## config.mk

```make
export PLATFORM = sky130hd
export DESIGN_NAME = key_chord_matcher_flat
export DESIGN_NICKNAME = d
export VERILOG_FILES = /design/src/rtl/kcm_pkg.sv /design/src/rtl/kcm_if.sv /design/src/rtl/kcm_held_list.sv /design/src/rtl/kcm_pattern_bank.sv /design/src/rtl/key_chord_matcher.sv /design/src/flat_wrapper.sv
export SDC_FILE = /design/constraint.sdc
export NUM_CORES = 1
export LEC_CHECK = 0
export ABC_AREA = 1
export BUFFER_PORTS_ARGS = -buffer_cell sky130_fd_sc_hd__clkbuf_2
export CAP_MARGIN = 20
export CELL_PAD_IN_SITES_DETAIL_PLACEMENT = 1
export CELL_PAD_IN_SITES_GLOBAL_PLACEMENT = 2
export CORE_ASPECT_RATIO = 0.7
export CORE_UTILIZATION = 39
export DETAILED_ROUTE_END_ITERATION = 6
export GPL_ROUTABILITY_DRIVEN = 0
export MAX_ROUTING_LAYER = met4
export PLACE_DENSITY = 0.81
export SYNTH_ARGS = -nofsm -noshare
export SYNTH_HDL_FRONTEND = slang
export SYNTH_SLANG_ARGS = --single-unit
```

## constraint.sdc

```tcl
create_clock -name clk -period 4.1 [get_ports clk]
set_input_delay 0.82 -clock clk [delete_from_list [all_inputs] [get_ports clk]]
set_output_delay 0.82 -clock clk [all_outputs]
set_load 0.05 [all_outputs]
```

## src/rtl/kcm_pkg.sv

```systemverilog
// Shared constants for the key chord matcher: field widths, pattern layout and codes.
package kcm_pkg;

  // Input word fields
  localparam int EVT_W = 5;
  localparam int KEY_W = 10;
  localparam int ACT_W = 2;

  // Result word fields
  localparam int MASK_W = 4;
  localparam int CNT_OUT_W = 4;

  // Pattern register layout: length in the low bits, then key codes in press order
  localparam int LEN_W = 3;
  localparam int KEY_LSB = 3;
  localparam int PAT_W = 43;
  localparam int MAX_PAT = 4;
  localparam int KEY_SEL_W = 2;

  // Configuration port
  localparam int CFG_IDX_W = 2;

  // Event codes
  localparam logic [EVT_W-1:0] EVT_IGNORED = 5'd4;
  localparam logic [KEY_W-1:0] KEY_NONE = 10'd0;
  localparam logic [ACT_W-1:0] ACT_RELEASE = 2'd0;
  localparam logic [ACT_W-1:0] ACT_PRESS = 2'd1;

endpackage

```

## src/rtl/kcm_if.sv

```systemverilog
// Valid/ready channel interfaces for key events and match results.
interface kcm_in_if import kcm_pkg::*; ();
  logic             valid;
  logic             ready;
  logic [EVT_W-1:0] event_type;
  logic [KEY_W-1:0] key_code;
  logic [ACT_W-1:0] key_action;

  modport source (output valid, event_type, key_code, key_action, input ready);
  modport sink (input valid, event_type, key_code, key_action, output ready);
endinterface

interface kcm_out_if import kcm_pkg::*; ();
  logic                 valid;
  logic                 ready;
  logic [MASK_W-1:0]    match_mask;
  logic [CNT_OUT_W-1:0] held_count;
  logic                 overflow;

  modport source (output valid, match_mask, held_count, overflow, input ready);
  modport sink (input valid, match_mask, held_count, overflow, output ready);
endinterface

```

## src/rtl/kcm_held_list.sv

```systemverilog
// Held-key list storage: one write port, one read port with registered read data.
module kcm_held_list import kcm_pkg::*; #(
  parameter int DEPTH = 8,
  parameter int AW = 3
) (
  input  logic             clk,
  input  logic             wr_en,
  input  logic [AW-1:0]    wr_addr,
  input  logic [KEY_W-1:0] wr_data,
  input  logic [AW-1:0]    rd_addr,
  output logic [KEY_W-1:0] rd_data
);

  logic [KEY_W-1:0] mem [DEPTH];
  logic [KEY_W-1:0] rd_data_r;

  // write port
  always_ff @(posedge clk) begin
    if (wr_en) begin
      mem[wr_addr] <= wr_data;
    end
  end

  // registered read port
  always_ff @(posedge clk) begin
    rd_data_r <= mem[rd_addr];
  end

  assign rd_data = rd_data_r;

endmodule

```

## src/rtl/kcm_pattern_bank.sv

```systemverilog
// Chord pattern registers and the key comparators used during the match pass.
module kcm_pattern_bank import kcm_pkg::*; #(
  parameter int NUM_PAT = 4,
  parameter int PAT_KEYS = 4,
  parameter int CNT_W = 4
) (
  input  logic                 clk,
  input  logic                 rst_n,
  input  logic                 cfg_we,
  input  logic [CFG_IDX_W-1:0] cfg_index,
  input  logic [PAT_W-1:0]     cfg_data,
  input  logic [CNT_W-1:0]     total,
  input  logic [KEY_SEL_W-1:0] key_sel,
  input  logic [KEY_W-1:0]     key_data,
  output logic [NUM_PAT-1:0]   len_ok,
  output logic [NUM_PAT-1:0]   key_eq
);

  logic [PAT_W-1:0] pat_r [NUM_PAT];

  // configuration writes; indexes past the bank are dropped
  always_ff @(posedge clk) begin
    if (!rst_n) begin
      for (int p = 0; p < NUM_PAT; p++) begin
        pat_r[p] <= '0;
      end
    end else begin
      for (int p = 0; p < NUM_PAT; p++) begin
        if (cfg_we && cfg_index == CFG_IDX_W'(p)) begin
          pat_r[p] <= cfg_data;
        end
      end
    end
  end

  // length gate and per-pattern key compare at the current list position
  always_comb begin
    for (int p = 0; p < NUM_PAT; p++) begin
      len_ok[p] = (pat_r[p][LEN_W-1:0] != '0) &&
                  (int'(pat_r[p][LEN_W-1:0]) <= PAT_KEYS) &&
                  (int'(pat_r[p][LEN_W-1:0]) == int'(total));
      key_eq[p] = pat_r[p][KEY_LSB + KEY_W * int'(key_sel) +: KEY_W] == key_data;
    end
  end

endmodule

```

## src/rtl/key_chord_matcher.sv

```systemverilog
// Key chord matcher top level: event sequencer, held-list bookkeeping and result register.
//
//   channel  | dir | payload                                | handshake
//   in_ch    | in  | event_type, key_code, key_action       | valid/ready
//   out_ch   | out | match_mask, held_count, overflow       | valid/ready
//   cfg_*    | in  | cfg_index, cfg_data (pattern 0..3)     | cfg_we, no stall
//
// One event at a time. After the accept, a press or repeat sets up the match
// pass, then reads and compares each key (read, compare) over the held list's
// single read port, then loads the result. A release first searches the list
// from the newest end (read, compare per entry) and shifts later entries down
// (read, write per entry). Ignored events are absorbed in the accept cycle.
// Reset (rst_n, synchronous) empties the list and clears the patterns; the list
// storage itself is not cleared. A stalled result holds in the output register;
// the sequencer waits in its final step until that register is free.
module key_chord_matcher import kcm_pkg::*; #(
  parameter int HELD_DEPTH = 8,
  parameter int NUM_PATTERNS = 4,
  parameter int PATTERN_KEYS = 4
) (
  input  logic                 clk,
  input  logic                 rst_n,
  kcm_in_if.sink               in_ch,
  kcm_out_if.source            out_ch,
  input  logic                 cfg_we,
  input  logic [CFG_IDX_W-1:0] cfg_index,
  input  logic [PAT_W-1:0]     cfg_data
);

  localparam int AW = (HELD_DEPTH > 1) ? $clog2(HELD_DEPTH) : 1;
  localparam int CW = $clog2(HELD_DEPTH + 1);
  localparam int NPS = (NUM_PATTERNS < MAX_PAT) ? NUM_PATTERNS : MAX_PAT;

  typedef enum logic [7:0] {
    ST_IDLE       = 8'b0000_0001,
    ST_REL_RD     = 8'b0000_0010,
    ST_REL_CMP    = 8'b0000_0100,
    ST_SHF_RD     = 8'b0000_1000,
    ST_SHF_WR     = 8'b0001_0000,
    ST_MATCH_INIT = 8'b0010_0000,
    ST_MATCH_RD   = 8'b0100_0000,
    ST_MATCH_CMP  = 8'b1000_0000
  } state_t;

  state_t state_r, state_nxt;
  logic              done_r, done_nxt;
  logic [CW-1:0]     total_r, total_nxt;
  logic [AW-1:0]     idx_r, idx_nxt;
  logic [KEY_W-1:0]  code_r, code_nxt;
  logic              over_r, over_nxt;
  logic [NPS-1:0]    cand_r, cand_nxt;

  logic                 out_valid_r;
  logic [MASK_W-1:0]    out_mask_r;
  logic [CNT_OUT_W-1:0] out_count_r;
  logic                 out_over_r;

  logic              mem_we;
  logic [AW-1:0]     mem_waddr;
  logic [KEY_W-1:0]  mem_wdata;
  logic [KEY_W-1:0]  mem_rdata;
  logic [NPS-1:0]    len_ok;
  logic [NPS-1:0]    key_eq;

  logic              in_fire;
  logic              ignored;
  logic              out_free;
  logic [CW-1:0]     idx_ext;
  logic [CW-1:0]     total_dec;

  assign in_ch.ready = (state_r == ST_IDLE) && !done_r;
  assign in_fire = in_ch.valid && in_ch.ready;
  assign ignored = (in_ch.event_type == EVT_IGNORED) || (in_ch.key_code == KEY_NONE);
  assign out_free = !out_valid_r || out_ch.ready;
  assign idx_ext = CW'(idx_r);
  assign total_dec = total_r - CW'(1);

  // held list storage
  kcm_held_list #(
    .DEPTH (HELD_DEPTH),
    .AW    (AW)
  ) u_held (
    .clk     (clk),
    .wr_en   (mem_we),
    .wr_addr (mem_waddr),
    .wr_data (mem_wdata),
    .rd_addr (idx_r),
    .rd_data (mem_rdata)
  );

  // pattern registers and comparators
  kcm_pattern_bank #(
    .NUM_PAT  (NPS),
    .PAT_KEYS (PATTERN_KEYS),
    .CNT_W    (CW)
  ) u_pat (
    .clk       (clk),
    .rst_n     (rst_n),
    .cfg_we    (cfg_we),
    .cfg_index (cfg_index),
    .cfg_data  (cfg_data),
    .total     (total_r),
    .key_sel   (KEY_SEL_W'(idx_r)),
    .key_data  (mem_rdata),
    .len_ok    (len_ok),
    .key_eq    (key_eq)
  );

  // sequencer
  always_comb begin
    state_nxt = state_r;
    done_nxt  = done_r;
    total_nxt = total_r;
    idx_nxt   = idx_r;
    code_nxt  = code_r;
    over_nxt  = over_r;
    cand_nxt  = cand_r;
    mem_we    = 1'b0;
    mem_waddr = idx_r;
    mem_wdata = mem_rdata;

    if (done_r) begin
      // result waits for the output register
      if (out_free) begin
        done_nxt = 1'b0;
      end
    end else begin
      unique case (state_r)
        ST_IDLE: begin
          if (in_fire && !ignored) begin
            code_nxt  = in_ch.key_code;
            over_nxt  = 1'b0;
            state_nxt = ST_MATCH_INIT;
            if (in_ch.key_action == ACT_RELEASE) begin
              if (total_r != '0) begin
                idx_nxt   = total_dec[AW-1:0];
                state_nxt = ST_REL_RD;
              end
            end else if (in_ch.key_action == ACT_PRESS) begin
              if (total_r >= CW'(HELD_DEPTH)) begin
                over_nxt = 1'b1;
              end else begin
                mem_we    = 1'b1;
                mem_waddr = total_r[AW-1:0];
                mem_wdata = in_ch.key_code;
                total_nxt = total_r + CW'(1);
              end
            end
          end
        end
        ST_REL_RD: begin
          state_nxt = ST_REL_CMP;
        end
        // search from the newest entry down
        ST_REL_CMP: begin
          if (mem_rdata == code_r) begin
            if (idx_ext + CW'(1) < total_r) begin
              idx_nxt   = idx_r + AW'(1);
              state_nxt = ST_SHF_RD;
            end else begin
              total_nxt = total_dec;
              state_nxt = ST_MATCH_INIT;
            end
          end else if (idx_r == '0) begin
            state_nxt = ST_MATCH_INIT;
          end else begin
            idx_nxt   = idx_r - AW'(1);
            state_nxt = ST_REL_RD;
          end
        end
        // idx_r points at the entry to move down one place
        ST_SHF_RD: begin
          state_nxt = ST_SHF_WR;
        end
        ST_SHF_WR: begin
          mem_we    = 1'b1;
          mem_waddr = idx_r - AW'(1);
          mem_wdata = mem_rdata;
          if (idx_ext + CW'(1) < total_r) begin
            idx_nxt   = idx_r + AW'(1);
            state_nxt = ST_SHF_RD;
          end else begin
            total_nxt = total_dec;
            state_nxt = ST_MATCH_INIT;
          end
        end
        ST_MATCH_INIT: begin
          cand_nxt = len_ok;
          idx_nxt  = '0;
          if (len_ok == '0) begin
            state_nxt = ST_IDLE;
            done_nxt  = 1'b1;
          end else begin
            state_nxt = ST_MATCH_RD;
          end
        end
        ST_MATCH_RD: begin
          state_nxt = ST_MATCH_CMP;
        end
        ST_MATCH_CMP: begin
          cand_nxt = cand_r & key_eq;
          if (idx_ext + CW'(1) == total_r) begin
            state_nxt = ST_IDLE;
            done_nxt  = 1'b1;
          end else begin
            idx_nxt   = idx_r + AW'(1);
            state_nxt = ST_MATCH_RD;
          end
        end
        default: begin
          state_nxt = ST_IDLE;
        end
      endcase
    end
  end

  // control and working registers
  always_ff @(posedge clk) begin
    if (!rst_n) begin
      state_r <= ST_IDLE;
      done_r  <= 1'b0;
      total_r <= '0;
    end else begin
      state_r <= state_nxt;
      done_r  <= done_nxt;
      total_r <= total_nxt;
    end
  end

  always_ff @(posedge clk) begin
    idx_r  <= idx_nxt;
    code_r <= code_nxt;
    over_r <= over_nxt;
    cand_r <= cand_nxt;
  end

  // result register
  always_ff @(posedge clk) begin
    if (!rst_n) begin
      out_valid_r <= 1'b0;
    end else if (done_r && out_free) begin
      out_valid_r <= 1'b1;
    end else if (out_ch.ready) begin
      out_valid_r <= 1'b0;
    end
  end

  always_ff @(posedge clk) begin
    if (done_r && out_free) begin
      out_mask_r  <= MASK_W'(cand_r);
      out_count_r <= CNT_OUT_W'(total_r);
      out_over_r  <= over_r;
    end
  end

  assign out_ch.valid      = out_valid_r;
  assign out_ch.match_mask = out_mask_r;
  assign out_ch.held_count = out_count_r;
  assign out_ch.overflow   = out_over_r;

endmodule
```

## src/flat_wrapper.sv

```systemverilog
// flat-port wrapper written by rule: the top's interface ports become plain ports
module key_chord_matcher_flat import kcm_pkg::*;
#(
  parameter int HELD_DEPTH = 8,
  parameter int NUM_PATTERNS = 4,
  parameter int PATTERN_KEYS = 4
)
  (clk, rst_n, cfg_we, cfg_index, cfg_data, in_ch_valid, in_ch_event_type, in_ch_key_code, in_ch_key_action, in_ch_ready, out_ch_valid, out_ch_match_mask, out_ch_held_count, out_ch_overflow, out_ch_ready);
  kcm_in_if in_ch_i ();
  kcm_out_if out_ch_i ();
  input  logic clk;
  input  logic rst_n;
  input  logic cfg_we;
  input  logic [CFG_IDX_W-1:0] cfg_index;
  input  logic [PAT_W-1:0] cfg_data;
  input wire logic [$bits(in_ch_i.valid)-1:0] in_ch_valid;
  input wire logic [$bits(in_ch_i.event_type)-1:0] in_ch_event_type;
  input wire logic [$bits(in_ch_i.key_code)-1:0] in_ch_key_code;
  input wire logic [$bits(in_ch_i.key_action)-1:0] in_ch_key_action;
  output wire logic [$bits(in_ch_i.ready)-1:0] in_ch_ready;
  output wire logic [$bits(out_ch_i.valid)-1:0] out_ch_valid;
  output wire logic [$bits(out_ch_i.match_mask)-1:0] out_ch_match_mask;
  output wire logic [$bits(out_ch_i.held_count)-1:0] out_ch_held_count;
  output wire logic [$bits(out_ch_i.overflow)-1:0] out_ch_overflow;
  input wire logic [$bits(out_ch_i.ready)-1:0] out_ch_ready;
  assign in_ch_i.valid = in_ch_valid;
  assign in_ch_i.event_type = in_ch_event_type;
  assign in_ch_i.key_code = in_ch_key_code;
  assign in_ch_i.key_action = in_ch_key_action;
  assign in_ch_ready = in_ch_i.ready;
  assign out_ch_valid = out_ch_i.valid;
  assign out_ch_match_mask = out_ch_i.match_mask;
  assign out_ch_held_count = out_ch_i.held_count;
  assign out_ch_overflow = out_ch_i.overflow;
  assign out_ch_i.ready = out_ch_ready;
  key_chord_matcher #(.HELD_DEPTH(HELD_DEPTH), .NUM_PATTERNS(NUM_PATTERNS), .PATTERN_KEYS(PATTERN_KEYS)) u_core (.clk(clk), .rst_n(rst_n), .in_ch(in_ch_i), .out_ch(out_ch_i), .cfg_we(cfg_we), .cfg_index(cfg_index), .cfg_data(cfg_data));
endmodule
```

== Word-level counts from Yosys, hierarchy flattened ==
Memory sizes are Yosys's and may differ from the RTL's. A register that Yosys moved wholly into a read port is not among the register bits.
Cells that the tools add are included.
Cells by class
  multiplexer cells: 70
  shifts and indexed selects: 4
  equality and inequality tests: 32
  reduce and logical (&&, ||, !) cells: 41
  order comparisons: 6
  add/subtract/negate cells: 6
  bitwise operators: 7
  multiply operators: 1
Operators with widths (number)
  2-to-1 mux 43 bit: 4
  variable part select 43 x 32 -> 10 bit: 3
  one-hot mux 8 bit (8 select lines): 1
  2-to-1 mux 10 bit: 6
  == test 10 bit: 5
  variable part select 43 x 8 -> 10 bit: 1
  2-to-1 mux 3 bit: 12
  2-to-1 mux 1 bit: 27
  2-to-1 mux 4 bit: 6
  2-to-1 mux 8 bit: 3
  == test 4 bit: 5
  2-to-1 mux 6 bit: 3
  logical AND 1 bit: 16
  one-hot mux 3 bit (5 select lines): 1
  nonzero test 3 bit: 5
  2-to-1 mux 7 bit: 2
  != test 2 bit, second input constant: 7
  AND reduction 7 bit: 2
  <= comparator 3 bit, second input constant: 4
  one-hot mux 4 bit (3 select lines): 1
  logical NOT 10 bit: 1
  == test 8 x 1 -> 1 bit, second input constant: 1
  == test 8 x 2 -> 1 bit, second input constant: 1
  == test 8 x 3 -> 1 bit, second input constant: 1
  other kinds (36): 49
Word-level totals
  input port bits: 67
  register bits after elaboration: 41
  output and inout port bits: 11
  memories kept: 2
  RAM bits: 252
Memories
  u_core.u_pat.pat_r: words 4, width 43, rd ports 4, clocked after memory_dff 0, wr ports 4, RTL line kcm_pattern_bank.sv:19  | logic [PAT_W-1:0] pat_r [NUM_PAT];
  u_core.u_held.mem: words 8, width 10, rd ports 1, clocked after memory_dff 1, wr ports 1, RTL line kcm_held_list.sv:14  | logic [KEY_W-1:0] mem [DEPTH];

== Logic depth before layout (Yosys ltp) ==
Gate-level depths: netlist of the first run.
  depth after elaboration: 9
  gate-level depth with buffers: 19
  mapped depth without buffers: 16

== Hierarchy ==
Synthesis of the first run repeated with hierarchy kept, for this count alone.
Unflattened totals
  cell total of the unflattened synthesis: 2561
  area total of the unflattened synthesis: 19094.6 sq um
Modules (own cells, without submodules)
  kcm_pattern_bank: area an instance 12549.5 sq um, cells an instance 1822, instances 1
  kcm_held_list: area an instance 3813.7 sq um, cells an instance 374, instances 1
  key_chord_matcher: area an instance 2731.4 sq um, cells an instance 365, instances 1

== Worst setup path before layout of the first run ==
OpenSTA, ideal clock, no wires.
  kind: flip-flop to flip-flop
  start: register u_core.idx_r[0]
  end: register u_core.idx_r[2], data pin
  period minus slack after synthesis: 2.855 ns
  arrival: 2.584 ns
  stages on the path, launching flop included: 16
  required time: 3.829 ns
  buffers on the path: 4
  setup slack: 1.245 ns
  cell sequence: edfxtp_1 buf_2 inv_2 buf_4 buf_2 clkbuf_1 ha_1 ha_1 inv_1 nor2_1 o21ai_0 nand2_1 o21ai_0 nand2_1 nand3_1 o2111ai_1
Between the ends
  cells in the longest elaborated chain, start to end: 5
Ends and longest elaborated chain
  from (decl): RTL line key_chord_matcher.sv:48  | logic [AW-1:0] idx_r, idx_nxt;
  from (signal assigned): RTL line key_chord_matcher.sv:231  | idx_r <= idx_nxt;
  adder 3 x 1 -> 4 bit
  less-than comparator 4 bit
  2-to-1 mux 3 bit: RTL line key_chord_matcher.sv:157, key_chord_matcher.sv:179
  2-to-1 mux 3 bit: RTL line key_chord_matcher.sv:156  | if (mem_rdata == code_r) begin
  one-hot mux 3 bit (5 select lines) (*): RTL line key_chord_matcher.sv:128  | unique case (state_r)
Every way passes the cells marked *; elsewhere a longest branch is shown, timed or not. The select of a mux whose other input is x is not followed.
A chain may end at the register's enable or synchronous reset.

== Worst setup path after layout of the first run ==
  start: register u_core.idx_r[0]
  end: register u_core.idx_r[1], data pin
Same word-level chain as after synthesis.

==> results.yml, run 1 <==
setup_path:
  cp-start-kind: "flip-flop"
  r2r-end: "u_core.idx_r[1]"
  rr_worst_depth: 11
  reg2reg_from: "u_core.idx_r[0]"
  slowest_delay_ps: 500
  cp_top_family: "adder cells"
  cp_slowest_cell: "ha_1"
  cp_cell_sequence: "clkinv_2, ha_1, ha_1, inv_1, nor2_1, o21ai_0, nand2_1, o21ai_0, nand2_1, o211ai_1, nand4_1"
  critical_path.max_fanout: 25
  reg2reg_slack_ps: 1220
  end_kind: "flip-flop"
  critPathRequiredTime_ps: 4440
  path_class: "flip-flop to flip-flop"
  cp_num_buf_inv: 2
  cp_data_arrival_time_ps: 3220
sta:
  tns_ps: 0
  setup_viol: 0
  fmax_mhz: 347.0
  setup_ws_ps: 1218
  hold_viol: 0
  post-route-period-util: 0.7028
  period_needed_ps: 2882
  skew_ps: 10.43
  slew_viol_final: 0
  rsz0062_at_grt: "no"
  slew_headroom: 0.3723
  worstMarginPinSlew_ps: 938.3
synthesis:
  netlist.area_leader.share: 0.5919
  synth.avg_cell_area_um2: 9.674
  synth_xor_area_frac: 0.01795
  synth_cells: 1463
  synth_largest_area_cell: "edfxtp_1"
  netlist_area_um2: 14150
  synth_most_common_cell: "nand2_1"
  yosys_warnings: 0
  synthAdderAreaFrac: 0.007956
  async_reset_ff_frac: 0
  yosys-top-cells-area: "edfxtp_1, nand2_1, nor2_1, nand3_1, dfxtp_1"
  synthMuxAreaShare: 0
  synth_edf_count: 279
  synthTopCellsByCount: "nand2_1, nor2_1, edfxtp_1, nand3_1, inv_1"
  yosys.area_share.simple: 0.2356
  ys_ff_latch: 303
  seq_area_frac_synth: 0.6259
  synth-compound-area-share: 0.05949
  synth.distinct_cells: 42
  synth_top_family_by_area: "simple AND/OR/NAND/NOR gates"
  synth_ff_type: "edfxtp_1"
  postSynthNetCount: 1539
worst_hold_path:
  min_from: "u_core.over_r"
  holdPathEnd: "u_core.out_ch.overflow"
  hold_path.class: "flip-flop to flip-flop"
  min_path_cells: 0
routing:
  vias_per_cell: 5.283
  dr.pass1.iters: 4
  initialDrtViolationCount: 904
  wl_per_cell_um: 21.29
  drt-total-wl_um: 43050
  drc: 0
  vias: 10683
  final_antenna_net_count: 0
clocking:
  clock-root-buffer: "clkbuf_16"
  worstSkewPairLatency_ps: 600
  postCtsSetupBuffers: 0
  cts_tree: "done"
  hold_buffers: 0
  cts_sinks: 303
  cts_buffer_depth: 3
  clk_pin_slew_ps: 60
  cts_buffers: 31
  cts-resized-gates: 0
  htreeDepth: 1
floorplan:
  chipHeight_um: 161.4
  start_util: 0.4017
  std_cell_rows: 57
  die_area_um2: 37070
  die_w_um: 229.7
  ios: 78
  core_area_um2: 35230
placed_design:
  post-dp-hpwl_um: 29040
  io_buffers: 77
  place_ws_ps: 795.7
cells_and_area:
  drive_above_1_share: 0.1232
  area_growth_pct: 12.84
  antenna_cells: 0
  fin_nets: 1602
global_route:
  antenna_found_initial: 0
  grt_pass1_wl_um: 66220
  grt_usage: 0.2440
  grt.overflow.total: 0
  grt_max_degree: 126
  grt_pass1_vias: 10678
outcome:
  status: "finished clean"
power:
  powerDensity_nw_per_um2: 705.3
  leakage_nw: 6.455
  max-vdd-ir-drop_mv: 0.4039
run:
  maxCapViolCount: 0
[report_power, final]
part	switching [W]	internal, W
Clock	0.00123	0.00148
Combinational	0.00313	0.00123
Sequential	0.000301	0.00389
Total	0.00466	0.00660
[state kept, by name (all words and copies together) (netlist names)]
name                      flops
u_core.total_r                4
u_core.u_pat.pat_r          172
u_core.out_ch.held_count      4
u_core.done_r                 1
u_core.u_held.rd_data        10
u_core.u_held.mem            80
u_core.out_ch.match_mask      4
u_core.idx_r                  3
u_core.cand_r                 4
u_core.over_r                 1
u_core.code_r                10
u_core.out_ch.overflow        1
u_core.out_ch.valid           1
u_core.state_r                8
[kinds of logic (layout without fill, tap and decap cells)]
kind of cell | after synthesis | count (layout)
DFF | 303 | 303
adders and majority gates | 9 | 9
xor gates and xnor gates | 29 | 29
buffers and inverters | 183 | 270
and+or+nand+nor | 789 | 789
AOI/OAI and AO/OA | 150 | 150
[area by class of cell]
class / count / area [µm²]
flip-flops and latches: 303 / 8859
fillers: 4022 / 19260
well taps: 472 / 590.6
multi-input cells: 977 / 4553
repair buffers: 102 / 598.1
clock inverters: 13 / 75.07
inverters: 111 / 420.4
clock buffers: 44 / 874.6
[worst max-delay path by stage]
stage / from / endpoint / slack (ps) / cells past startpoint
floorplan: u_core.idx_r[0] / u_core.idx_r[2] / 1240 / 15
global placement: in_ch_key_code[2] / u_core.u_held.mem[6][1] / 1120 / 8
detailed placement: in_ch_key_code[2] / u_core.u_held.mem[7][2] / 800 / 8
CTS: u_core.idx_r[0] / u_core.total_r[2] / 1180 / 17
global route: u_core.idx_r[0] / u_core.total_r[1] / 910 / 17
finish: u_core.idx_r[0] / u_core.idx_r[1] / 1220 / 11
[routing by layer]
| layer | wire, µm | share of wire | track usage | vias up |
|---|---|---|---|---|
| met5 | 0 | 0 | - | - |
| met4 | 794 | 0.018 | 0.04666 | 0 |
| met3 | 2454 | 0.057 | 0.03566 | 56 |
| met2 | 18670 | 0.43 | 0.3548 | 254 |
| met1 | 21130 | 0.49 | 0.3630 | 5342 |
| li1 | - | - | - | 5031 |
[per-stage QoR]
| stage | total power (W) | hold WS (ps) | util | cell area, µm² | std cells |
|---|---|---|---|---|---|
| after global placement | 0.008454 | 405.9 | 0.4263 | 15020 | 1965 |
| final | 0.01126 | 422.0 | 0.4533 | 15970 | 2022 |
| after CTS | 0.01130 | 420.8 | 0.4533 | 15970 | 2022 |
| after floorplan | 0.007178 | 400.3 | - | 14150 | 1463 |
| after detailed placement | 0.008589 | 406.1 | 0.4263 | 15020 | 1965 |
| after global routing | 0.01192 | 432.5 | 0.4533 | 15970 | 2022 |
[placed cells by master (no fill, tap or decap), types with 3 or more instances in the layout]
cell type,count
nor2_2,3
xor2_1,22
inv_1,97
or2_2,8
nor2_4,4
o22ai_1,23
o2111ai_1,3
nor3_1,11
nor2_1,307
clkbuf_2,77
dfxtp_1,24
nand3_2,3
nand2_2,7
edfxtp_1,279
o21ai_0,86
clkbuf_16,31
nand2_1,304
clkinv_1,9
a21oi_1,19
nand3_1,114
a31oi_1,10
inv_2,9
buf_4,23
nand4_1,17
clkbuf_8,5
ha_1,9
clkinv_2,6
clkbuf_1,8
xnor2_1,7
Note: power is estimated with default switching activity, not from simulation.
==> run 2: changes to the inputs <==
==> constraint.sdc (replaced) <==
create_clock -name clk -period 3 [get_ports clk]
set_input_delay 0.6 -clock clk [delete_from_list [all_inputs] [get_ports clk]]
set_output_delay 0.6 -clock clk [all_outputs]
set_load 0.05 [all_outputs]
==> results.yml, run 2 (synthesized netlist as in run 1, its figures left out) <==
setup_path:
  cp-start-kind: "flip-flop"
  critPathRequiredTime_ps: 3510
  slowest_delay_ps: 480
  path_class: "flip-flop to flip-flop"
  r2r-end: "u_core.total_r[1]"
  reg2reg_from: "u_core.idx_r[0]"
  rr_worst_depth: 15
  cp_data_arrival_time_ps: 3160
  end_kind: "flip-flop"
  crit_path_frequent_cell: "nand2_1"
  critical_path.max_fanout: 7
  cp_num_buf_inv: 3
  reg2reg_slack_ps: 350
  cp_slowest_cell: "edfxtp_1"
  cp_top_family: "simple AND/OR/NAND/NOR gates"
  cp_cell_sequence: "clkinv_2, ha_1, ha_1, inv_1, nor2_1, o21ai_0, nand2_1, inv_1, nand2_1, nand2_1, nor2_4, nand3_4, nand2_1, nand2_1, nor2_1"
floorplan:
  die_area_um2: 37070
  std_cell_rows: 57
  core_area_um2: 35230
  chipHeight_um: 161.4
  die_w_um: 229.7
  ios: 78
  start_util: 0.4017
global_route:
  grt_pass1_wl_um: 65670
  grt_max_degree: 99
  grt_usage: 0.2404
  antenna_found_initial: 0
  grt.overflow.total: 0
  grt_pass1_vias: 10891
placed_design:
  placed_area_um2: 15190
  place_ws_ps: 241.4
  io_buffers: 77
  post-dp-hpwl_um: 29310
  dp_cells: 1983
sta:
  slew_viol_final: 0
  post-route-period-util: 0.8838
  slew_headroom: 0.3763
  tns_ps: 0
  fmax_mhz: 377.2
  setup_viol: 0
  rsz0062_at_grt: "no"
  worstMarginPinSlew_ps: 925.8
  hold_slack_ps: 245.6
  hold_viol: 0
  skew_ps: 33.07
  period_needed_ps: 2651
  setup_ws_ps: 348.6
cells_and_area:
  drive_above_1_share: 0.1377
  top_regs: "u_core.u_pat.pat_r: 172 flops, u_core.u_held.mem: 80 flops"
  regMostFlops: "u_core.u_pat.pat_r"
  final_cell_mix: "nor2_1, nand2_1, edfxtp_1, nand3_1, inv_1"
  final_cells: 2041
  fin_nets: 1620
  design_area_um2: 16270
  fill_cells: 4001
  largest_register_ffs: 172
  antenna_cells: 0
  final_common_cell: "nor2_1"
  area_growth_pct: 14.93
routing:
  drc: 0
  final_antenna_net_count: 0
  dr.pass1.iters: 5
  initialDrtViolationCount: 766
  wl_per_cell_um: 20.90
  vias: 10744
  vias_per_cell: 5.264
  drt-total-wl_um: 42660
power:
  powerDensity_nw_per_um2: 980.0
  leakage_nw: 6.613
  max-vdd-ir-drop_mv: 0.4934
clocking:
  cts_tree: "done"
  clk_pin_slew_ps: 70
  cts_buffers: 31
  worstSkewPairLatency_ps: 600
  htreeDepth: 1
  postCtsSetupBuffers: 0
  cts-resized-gates: 0
  cts_sinks: 303
  clock-root-buffer: "clkbuf_16"
  hold_buffers: 0
  cts_buffer_depth: 3
worst_hold_path:
  holdPathEnd: "u_core.code_r[7]"
  min_path_cells: 1
  hold_path.class: "input port to flip-flop"
  min_from: "in_ch_key_code[7]"
run:
  maxCapViolCount: 0
outcome:
  status: "finished clean"
## run 2: cell types whose count changed in the layout (fill, tap and decap cells not counted), moves of 3 or more
cell and change:
buf_12 +3, buf_4 +15, bufinv_16 +6, clkbuf_1 -3, clkbuf_8 -5, clkinv_1 -3, clkinv_2 +4
## run 2: layout make-up
class                      instances  area (µm²)  share of cell area
inverter                         111       420.4             0.02584
clock buffer                      36       794.5             0.04884
clock inverter                    22       279.0             0.01715
sequential                       303        8859              0.5446
multi-input combinational        977        4553              0.2799
timing repair buffer             120       770.7             0.04738
tap                              472       590.6             0.03630
## run 2: power breakdown
group | switching (W) | total (W) | internal (W)
sequential | 0.000314 | 0.00563 | 0.00531
clock | 0.00170 | 0.00412 | 0.00242
combinational | 0.00441 | 0.00620 | 0.00178
## run 2: stage by stage
stage / util / power, W
2_1_floorplan: - / 0.009810
3_3_place_gp: 0.4312 / 0.01168
3_5_place_dp: 0.4312 / 0.01188
4_1_cts: 0.4617 / 0.01604
5_1_grt: 0.4617 / 0.01689
6_report: 0.4617 / 0.01594
## run 2: worst max-delay path by stage
stage	start	endpoint	slack, ps	depth (start not counted)
floorplan	u_core.idx_r[0]	u_core.idx_r[2]	140	15
global placement	in_ch_key_code[4]	u_core.u_held.mem[4][2]	330	9
detailed placement	in_ch_key_code[4]	u_core.u_held.mem[7][5]	240	9
CTS	u_core.idx_r[0]	u_core.total_r[1]	370	15
global route	u_core.idx_r[0]	u_core.total_r[1]	120	14
finish	u_core.idx_r[0]	u_core.total_r[1]	350	15
## run 2: routing by layer
layer	vias to the layer above	global-route usage	wire length, µm
met5	-	-	0
met4	0	0.04877	784
met3	59	0.03478	2129
met2	247	0.3496	18480
met1	5371	0.3567	21260
li1	5067	-	-
==> run 3: changes to the inputs <==
--- a/config.mk
+++ b/config.mk
@@ -15,7 +15,7 @@
 export DETAILED_ROUTE_END_ITERATION = 6
 export GPL_ROUTABILITY_DRIVEN = 0
 export MAX_ROUTING_LAYER = met4
-export PLACE_DENSITY = 0.81
+export PLACE_DENSITY = 0.9
 export SYNTH_ARGS = -nofsm -noshare
 export SYNTH_HDL_FRONTEND = slang
 export SYNTH_SLANG_ARGS = --single-unit
==> results.yml, run 3 (synthesized netlist as in run 1, its figures left out) <==
cells_and_area:
  fin_nets: 1612
  area_growth_pct: 14.39
  drive_above_1_share: 0.1333
  fill_cells: 4029
  post-route-util: 0.4596
  final_common_cell: "nor2_1"
  antenna_cells: 0
  largest_register_ffs: 172
  top_regs: "u_core.u_pat.pat_r: 172 flops, u_core.u_held.mem: 80 flops"
  final_cell_mix: "nor2_1, nand2_1, edfxtp_1, nand3_1, inv_1"
  regMostFlops: "u_core.u_pat.pat_r"
placed_design:
  post-dp-hpwl_um: 29050
  io_buffers: 77
  place_ws_ps: 278.4
power:
  powerDensity_nw_per_um2: 981.2
  share_seq_of_total_power: 0.355
  clkPwrFrac: 0.256
  max-vdd-ir-drop_mv: 0.4354
  leakage_nw: 6.564
  swShare: 0.4043
  power_frac_comb: 0.389
  p_int_w: 0.009464
  switchingPower_w: 0.006422
setup_path:
  reg2reg_slack_ps: 370
  r2r-end: "u_core.idx_r[2]"
  startpoint: "u_core.idx_r[0]"
  cp_data_arrival_time_ps: 2940
  path_class: "flip-flop to flip-flop"
  rr_worst_depth: 11
  critPathRequiredTime_ps: 3310
  reg2reg_from: "u_core.idx_r[0]"
  cp-start-kind: "flip-flop"
  crit_end: "u_core.idx_r[2]"
  critical_path.max_fanout: 7
  end_kind: "flip-flop"
floorplan:
  chipHeight_um: 161.4
  die_area_um2: 37070
  std_cell_rows: 57
  die_w_um: 229.7
  start_util: 0.4017
  ios: 78
  core_area_um2: 35230
routing:
  wl_per_cell_um: 21.18
  drc: 0
  final_antenna_net_count: 0
  initialDrtViolationCount: 974
  vias_per_cell: 5.366
  drt-total-wl_um: 43040
  vias: 10904
  dr.pass1.iters: 5
worst_hold_path:
  hold_path.class: "input port to flip-flop"
  min_path_cells: 1
sta:
  fmax_mhz: 379.9
  tns_ps: 0
  slew_viol_final: 0
  setup_ws_ps: 367.4
  slew_headroom: 0.4003
  skew_ps: 20.56
  post-route-period-util: 0.8775
  hold_viol: 0
  rsz0062_at_grt: "no"
  worstMarginPinSlew_ps: 890.2
  setup_viol: 0
  period_needed_ps: 2633
clocking:
  cts-resized-gates: 0
  cts_tree: "done"
  clock-root-buffer: "clkbuf_16"
  htreeDepth: 1
  cts_buffers: 30
  cts_sinks: 303
  clk_pin_slew_ps: 70
  cts_buffer_depth: 3
  hold_buffers: 0
  worstSkewPairLatency_ps: 590
  postCtsSetupBuffers: 0
global_route:
  grt_usage: 0.2425
  grt_pass1_vias: 11194
  grt_pass1_wl_um: 66250
  antenna_found_initial: 0
  grt.overflow.total: 0
  grt_max_degree: 124
run:
  maxCapViolCount: 0
outcome:
  status: "finished clean"
## run 3: changes by cell type in the layout (fill, tap and decap cells not counted)
cell / before / now
buf_4: 38 / 31
clkbuf_1: 5 / 4
clkbuf_16: 31 / 30
clkbuf_8: 0 / 1
clkinv_2: 10 / 9
clkinv_8: 0 / 1
inv_16: 1 / 0
## run 3: power groups by stage
stage,logic (W),clock network (W),registers [W]
6_report,0.00618,0.00407,0.00563
5_1_grt,0.00682,0.00426,0.00568
4_1_cts,0.00618,0.00411,0.00563
3_5_place_dp,0.00612,0,0.00572
3_3_place_gp,0.00587,0,0.00570
2_1_floorplan,0.00422,0,0.00559
## run 3: worst min-delay path by stage
stage | start | endpoint
2_1_floorplan | u_core.over_r | u_core.out_ch.overflow
3_3_place_gp | u_core.over_r | u_core.out_ch.overflow
3_5_place_dp | u_core.over_r | u_core.out_ch.overflow
4_1_cts | in_ch_key_code[2] | u_core.code_r[2]
5_1_grt | in_ch_key_code[2] | u_core.code_r[2]
6_report | in_ch_key_code[2] | u_core.code_r[2]
## run 3: layout make-up
class                      count  area, µm²  area share
clock buffer                  35      779.5     0.04815
clock inverter                21      270.3     0.01669
inverter                     111      420.4     0.02597
multi-input combinational    977       4553      0.2812
sequential                   303       8859      0.5471
tap                          472      590.6     0.03648
timing repair buffer         113      718.2     0.04436
## run 3: critical path, stage by stage, from the launching register on
cell and delay, ps:
edfxtp_1 480, clkinv_2 180, ha_1 380, ha_1 330
inv_1 60, nor2_1 30, o21ai_0 150, nand2_1 180
o21ai_0 270, nand2_1 90, nand3_1 80, o2111ai_1 120
## run 3: per-stage QoR
step | cells | hold WS, ps | instance area [µm²] | total power [W]
after floorplan | 1463 | 400.3 | 14150 | 0.009810
after global placement | 1976 | 406.6 | 15140 | 0.01157
after detailed placement | 1976 | 412.7 | 15140 | 0.01185
after CTS | 2032 | 235.9 | 16190 | 0.01593
after global routing | 2032 | 249.2 | 16190 | 0.01677
final | 2032 | 248.6 | 16190 | 0.01589
## run 3: metal layers
metal	part of all wire	global-route usage	routed length [µm]	vias to the layer above
li1	-	-	-	5042
met2	0.44	0.3591	18810	301
met1	0.47	0.3470	20330	5491
met5	0	-	0	-
met4	0.023	0.05569	981	0
met3	0.068	0.04237	2919	70
